==> src/sv/eta_sq_pkg.sv <==
// constants, sequencer states and command bundle of the eta squared core
// no dependencies
package eta_sq_pkg;

  localparam int MAX_LEN   = 4096;
  localparam int CNT_W     = 13;
  localparam int SUM_W     = 30;
  localparam int SQ_W      = 44;
  localparam int DQ_W      = 45;
  localparam int WIDE_W    = 58;
  localparam int PROD_W    = 36;
  localparam int Q_SPLIT   = 22;
  localparam int D_SPLIT   = 23;
  localparam int A_SPLIT   = 29;
  localparam int SNUM_W    = 20;
  localparam int SCALED_W  = A_SPLIT + SNUM_W;
  localparam int NUM_W     = 78;
  localparam int DEN_W     = 65;
  localparam int ETA_W     = 14;
  localparam int DIV_CNT_W = 4;

  localparam logic [SNUM_W-1:0] SCALE_NUM = SNUM_W'(1000049);
  localparam logic [6:0]        SCALE_DEN = 7'd100;

  typedef enum logic [3:0] {
    ST_ACCUM,
    ST_MUL,
    ST_COMB,
    ST_DIFF,
    ST_CHECK,
    ST_SCALE,
    ST_MERGE,
    ST_DIV,
    ST_FINISH
  } state_t;

  typedef struct packed {
    logic acc;
    logic mul;
    logic comb;
    logic diff;
    logic check;
    logic scale;
    logic merge;
    logic div_step;
    logic out_load;
    logic clear;
  } cmd_t;

endpackage

==> src/sv/eta_sq_ctrl.sv <==
// sequencer for the eta squared core: accumulate, then the finishing steps
// depends on eta_sq_pkg
module eta_sq_ctrl (
  input  logic              clk,
  input  logic              rst,
  input  logic              in_valid,
  input  logic              last,
  input  logic              out_stall,
  input  logic              degen,
  output logic              in_stall,
  output logic              out_valid,
  output eta_sq_pkg::cmd_t  cmd
);
  import eta_sq_pkg::*;

  state_t               state, state_next;
  logic [DIV_CNT_W-1:0] div_cnt, div_cnt_next;
  logic                 out_valid_next;
  logic                 out_free;

  assign out_free = !out_valid || !out_stall;

  always_ff @(posedge clk) begin
    if (rst) begin
      state     <= ST_ACCUM;
      div_cnt   <= '0;
      out_valid <= 1'b0;
    end else begin
      state     <= state_next;
      div_cnt   <= div_cnt_next;
      out_valid <= out_valid_next;
    end
  end

  always_comb begin
    state_next = state;
    case (state)
      ST_ACCUM:  if (in_valid && last) state_next = ST_MUL;
      ST_MUL:    state_next = ST_COMB;
      ST_COMB:   state_next = ST_DIFF;
      ST_DIFF:   state_next = ST_CHECK;
      ST_CHECK:  state_next = ST_SCALE;
      ST_SCALE:  state_next = degen ? ST_FINISH : ST_MERGE;
      ST_MERGE:  state_next = ST_DIV;
      ST_DIV:    if (div_cnt == DIV_CNT_W'(ETA_W - 1)) state_next = ST_FINISH;
      ST_FINISH: if (out_free) state_next = ST_ACCUM;
      default:   state_next = ST_ACCUM;
    endcase
  end

  always_comb begin
    cmd            = '0;
    in_stall       = 1'b1;
    div_cnt_next   = '0;
    out_valid_next = out_valid && out_stall;
    case (state)
      ST_ACCUM: begin
        in_stall = 1'b0;
        cmd.acc  = in_valid;
      end
      ST_MUL:   cmd.mul   = 1'b1;
      ST_COMB:  cmd.comb  = 1'b1;
      ST_DIFF:  cmd.diff  = 1'b1;
      ST_CHECK: cmd.check = 1'b1;
      ST_SCALE: cmd.scale = 1'b1;
      ST_MERGE: cmd.merge = 1'b1;
      ST_DIV: begin
        cmd.div_step = 1'b1;
        div_cnt_next = div_cnt + 1'b1;
      end
      ST_FINISH: begin
        if (out_free) begin
          cmd.out_load   = 1'b1;
          cmd.clear      = 1'b1;
          out_valid_next = 1'b1;
        end
      end
      default: in_stall = 1'b1;
    endcase
  end

endmodule

==> config.mk <==
export PLATFORM = sky130hd
export DESIGN_NAME = eta_sq_ctrl
export DESIGN_NICKNAME = d
export VERILOG_FILES = /design/src/sv/eta_sq_pkg.sv /design/src/sv/eta_sq_ctrl.sv
export SDC_FILE = /design/constraint.sdc
export NUM_CORES = 1
export LEC_CHECK = 0
export BUFFER_PORTS_ARGS = -buffer_cell sky130_fd_sc_hd__clkbuf_2
export CORE_AREA = 2 2 39 41
export CTS_BUF_LIST = sky130_fd_sc_hd__clkbuf_8 sky130_fd_sc_hd__clkbuf_16
export DETAILED_ROUTE_END_ITERATION = 16
export DIE_AREA = 0 0 41 43
export HOLD_SLACK_MARGIN = 0.1
export MAX_ROUTING_LAYER = met4
export PLACE_DENSITY = 0.69
export SYNTH_ARGS = -nofsm -noshare
export SYNTH_HDL_FRONTEND = slang
export SYNTH_SLANG_ARGS = --single-unit
==> constraint.sdc <==
create_clock -name clk -period 3.5 [get_ports clk]
set_clock_uncertainty 0.15 [all_clocks]
set_input_delay 0.525 -clock clk [delete_from_list [all_inputs] [get_ports clk]]
set_output_delay 0.525 -clock clk [all_outputs]
set_load 0.02 [all_outputs]
# Word level (Yosys, flattened, before mapping)
# Index checks and enable logic that the tools add are counted.
classes:
  n_eq_ne: 12
  addsub: 1
  n_reduce_logical: 8
  muxes: 18
  bitwise: 1
ops:
  columns: ["cell", "count"]
  rows:
  - ["$pmux W4 S9", 1]
  - ["$eq A4 B3 Y1 const B", 4]
  - ["$mux W4", 4]
  - ["$mux W1", 11]
  - ["$eq A4 B2 Y1 const B", 2]
  - ["$eq A4 B4 Y1 const B", 2]
  - ["$ne A2 B2 Y1 const B", 3]
  - ["$add A4 B1 Y4 const B", 1]
  - ["$eq A4 B1 Y1 const B", 1]
  - ["$logic_not A4 Y1", 1]
  - ["$mux W2", 2]
  - ["$reduce_and A3 Y1", 1]
  - ["$logic_and A1 B1 Y1", 2]
  - ["$logic_not A1 Y1", 2]
  - ["$reduce_or A2 Y1", 1]
  - ["$logic_or A1 B1 Y1", 1]
  - ["$not A1 Y1", 1]
totals:
  ff_bits: 9
  input_bits: 6
  elab_cells: 43

# Logic depth before layout (Yosys ltp)
depth:
  depth_word: 4
  ltp_mapped: 5
  mapped_depth_nobuf: 5

# Worst setup path before layout
# OpenSTA, ideal clock, no wires.
synth_timing:
  kind: "reg2out"
  start: "reg state[1]"
  end: "out cmd[1] in the netlist's numbering"
  path_buffers: 2
  stages_incl_launch_ff: 5
  t_required_ns: 2.825
  t_arrival_ns: 1.571
  setup_slack_ns: 1.254
  path_cell_list: "dfxtp_1 > buf_6 > or4b_4 > a21oi_1 > buf_4"
synth_lines:
  columns: ["item", "line_no", "source"]
  rows:
  - ["start, declared", "eta_sq_ctrl.sv:16", "state_t state, state_next;"]
  - ["start signal, assigned", "eta_sq_ctrl.sv:29", "state <= state_next;"]
  - ["end, declared", "eta_sq_ctrl.sv:12", "output eta_sq_pkg::cmd_t cmd"]

==> qor.csv <==
metric;value;unit
syn_avg_cell_area;8.564;um2
num_rows;14;
pwr-share-clk;40.1;%
maxSlewHeadroom;77.45;%
floorplan.die_area;0.001763;mm2
drc_errors;0;
grt_usage;15.17;%
critical_path_class;register to output pin;
irDropWorstVdd;0.0001821;V
synth_top_family_by_area;simple AND/OR/NAND/NOR gates;
synth_nets;66;
core_region_area;0.001384;mm2
hp-class;register to register;
htree_levels;1;
clkSlewWorstSetupHoldPaths;40;ps
numCtsBuffers;3;
grt_pass1_vias;415;
fin_crit;2298;ps
maxCapViolCount;0;
rsz0062_at_grt;no;
fp.dieW;41;um
pwr-share-comb;20.1;%
crit_slowest_cell;or3b_2;
synthesis.area;496.7;um2
required;2820;ps
period_share;65.66;%
ctsLongestPathBuffers;2;
ys_types;28;
postSynthCellCount;58;
slowest_delay;520;ps
yosysTopAreaCell;dfxtp_1;
numClockSinks;9;
cts_hold_buf;0;
end_kind;output pin;
seqPwrFrac;39.8;%
yosys-top-cells-area;dfxtp_1 (36%), nor2_1 (7.6%), ha_1 (5.0%), a21oi_1 (4.0%), or3b_2 (3.5%);
ys_warn_count;0;
maxSlewViolCount;0;
cp_max_fo;9;
synthAdderAreaFrac;5.038;%
synth-compound-area-share;13.35;%
post_cts_buffers;0;
initial_core_util;35.90;%
yosys.area.top_type_share;36.27;%
num_vias;459;
power.internal;0.2078;mW
drt-vias-per-instance;4.989;
fillers;142;
synth.yosys.seq_area_share;36.27;%
cts_tree;yes;
drt_iter0_markers;5;
finalSetupViolCount;0;
layout.nets;85;
dp.cells;88;
synth_most_common_cell;nor2_1;
yosys.area_share.simple;34.76;%
grt_start_max_net_pins;11;
timing.fmax;435.2;MHz
cts_resized;0;
detail_route.wl_per_cell;10.87;um
p_per_area;469.3;mW/mm2
io_pins;18;
final_cells;92;
ant_nets;0;
cts-root-buf;clkbuf_8;
status;completed;
finalSetupTns;0;ps
hold_violations;0;
leakage;0.2775;nW
synth_commonest_cells;nor2_1 (10), dfxtp_1 (9), a21oi_1 (4);
die_height;43;um
synthMuxAreaShare;0;%
worstMarginPinSlew;333.6;ps
syn_to_final_growth;25.44;%
start_kind;register;
p_sw;0.08461;mW
gr-total-overflow;0;
first_pass_iters;4;
worstSkewPairLatency;230;ps
worstPathArrival;1620;ps
wl;1000;um
sw_frac_of_total;28.94;%
antenna_found_initial;0;
synth_edf_count;0;
async_flop_share;0;%
drive_gt1_share;34.21;%
path_cells;nand2b_1, or3b_2, inv_1, clkbuf_2;
insertedDiodeCount;0;
ys_ff_latch;9;
grt_pass1_wl;1690;um
synthFlopType;dfxtp_1;
synth_xor_xnor_area_share;3.526;%
globalplace.congestion;0.7375;
portBuffers;17;
-- power groups by stage --
| stage | clock network, mW | registers, mW | logic [mW] |
|---|---|---|---|
| 2_1_floorplan | 0 | 0.114 | 0.0479 |
| 3_3_place_gp | 0 | 0.118 | 0.0585 |
| 3_5_place_dp | 0 | 0.118 | 0.0595 |
| 4_1_cts | 0.123 | 0.116 | 0.0596 |
| 5_1_grt | 0.128 | 0.117 | 0.0658 |
| 6_report | 0.117 | 0.116 | 0.0587 |
-- flip-flops by register name (all words and copies together) (netlist names) --
name	flops
out_valid	1
state	4
div_cnt	4
-- logic make-up (layout without fill, tap and decap cells) --
family                     Yosys count  count (layout)
adders and majority gates            2               2
DFF                                  9               9
buffers and inverters                6              24
xor gates and xnor gates             2               2
AOI/OAI and AO/OA                    9               9
and+or+nand+nor                     30              30
-- area by class of cell --
class,count,area [um2],share of cell area (%)
Clock buffer,3,41.29,6.627
Timing Repair Buffer,17,85.08,13.65
Multi-Input combinational cell,43,281.5,45.18
Tap cell,16,20.02,3.213
Inverter,3,11.26,1.807
Sequential cell,9,180.2,28.92
Clock inverter,1,3.754,0.6024
-- cells in the final DEF (no fill, tap or decap), drive strengths merged, types with 2 or more instances in the layout --
cell and count:
ha 2, nor3 3, dfxtp 9, nand2 2, nand3 2, nand2b 2, or3b 2, a21oi 4
inv 4, or4 2, nor2 10, clkbuf 20
-- worst max-delay path, delay by kind of cell, from the launching register on --
family        cells  cell delay [ps]
buf+inv           2              220
flops             1              450
simple gates      2              720
-- layer usage --
layer  wire, um  vias up  track usage (%)
met5          0        -                -
met4         25        0            12.00
met3         55        4            6.283
met2        484       10            21.88
met1        433      206            15.26
li1           -      239                -
-- through the flow --
| stage | power (mW) | worst slack [ps] | utilization, % | area, um2 | hold WS [ps] |
|---|---|---|---|---|---|
| 2_1_floorplan | 0.1616 | 1254 | - | 496.7 | 283.4 |
| 3_3_place_gp | 0.1768 | 1507 | 41.77 | 578.1 | 301.3 |
| 3_5_place_dp | 0.1777 | 1462 | 41.77 | 578.1 | 314.0 |
| 4_1_cts | 0.2984 | 1202 | 45.03 | 623.1 | 323.9 |
| 5_1_grt | 0.3113 | 1103 | 45.03 | 623.1 | 338.6 |
| 6_report | 0.2924 | 1202 | 45.03 | 623.1 | 327.5 |
-- path summary, 6_finish.rpt --
kind	startpoint	cells past startpoint	slack [ps]	end
setup / recovery	state[1]	4	1200	cmd[6]
hold / removal	div_cnt[0]	1	330	div_cnt[0]
setup reg to reg	state[3]	3	1810	state[3]
hold reg to reg	div_cnt[0]	1	330	div_cnt[0]
Power figures use the tool's default switching activity.
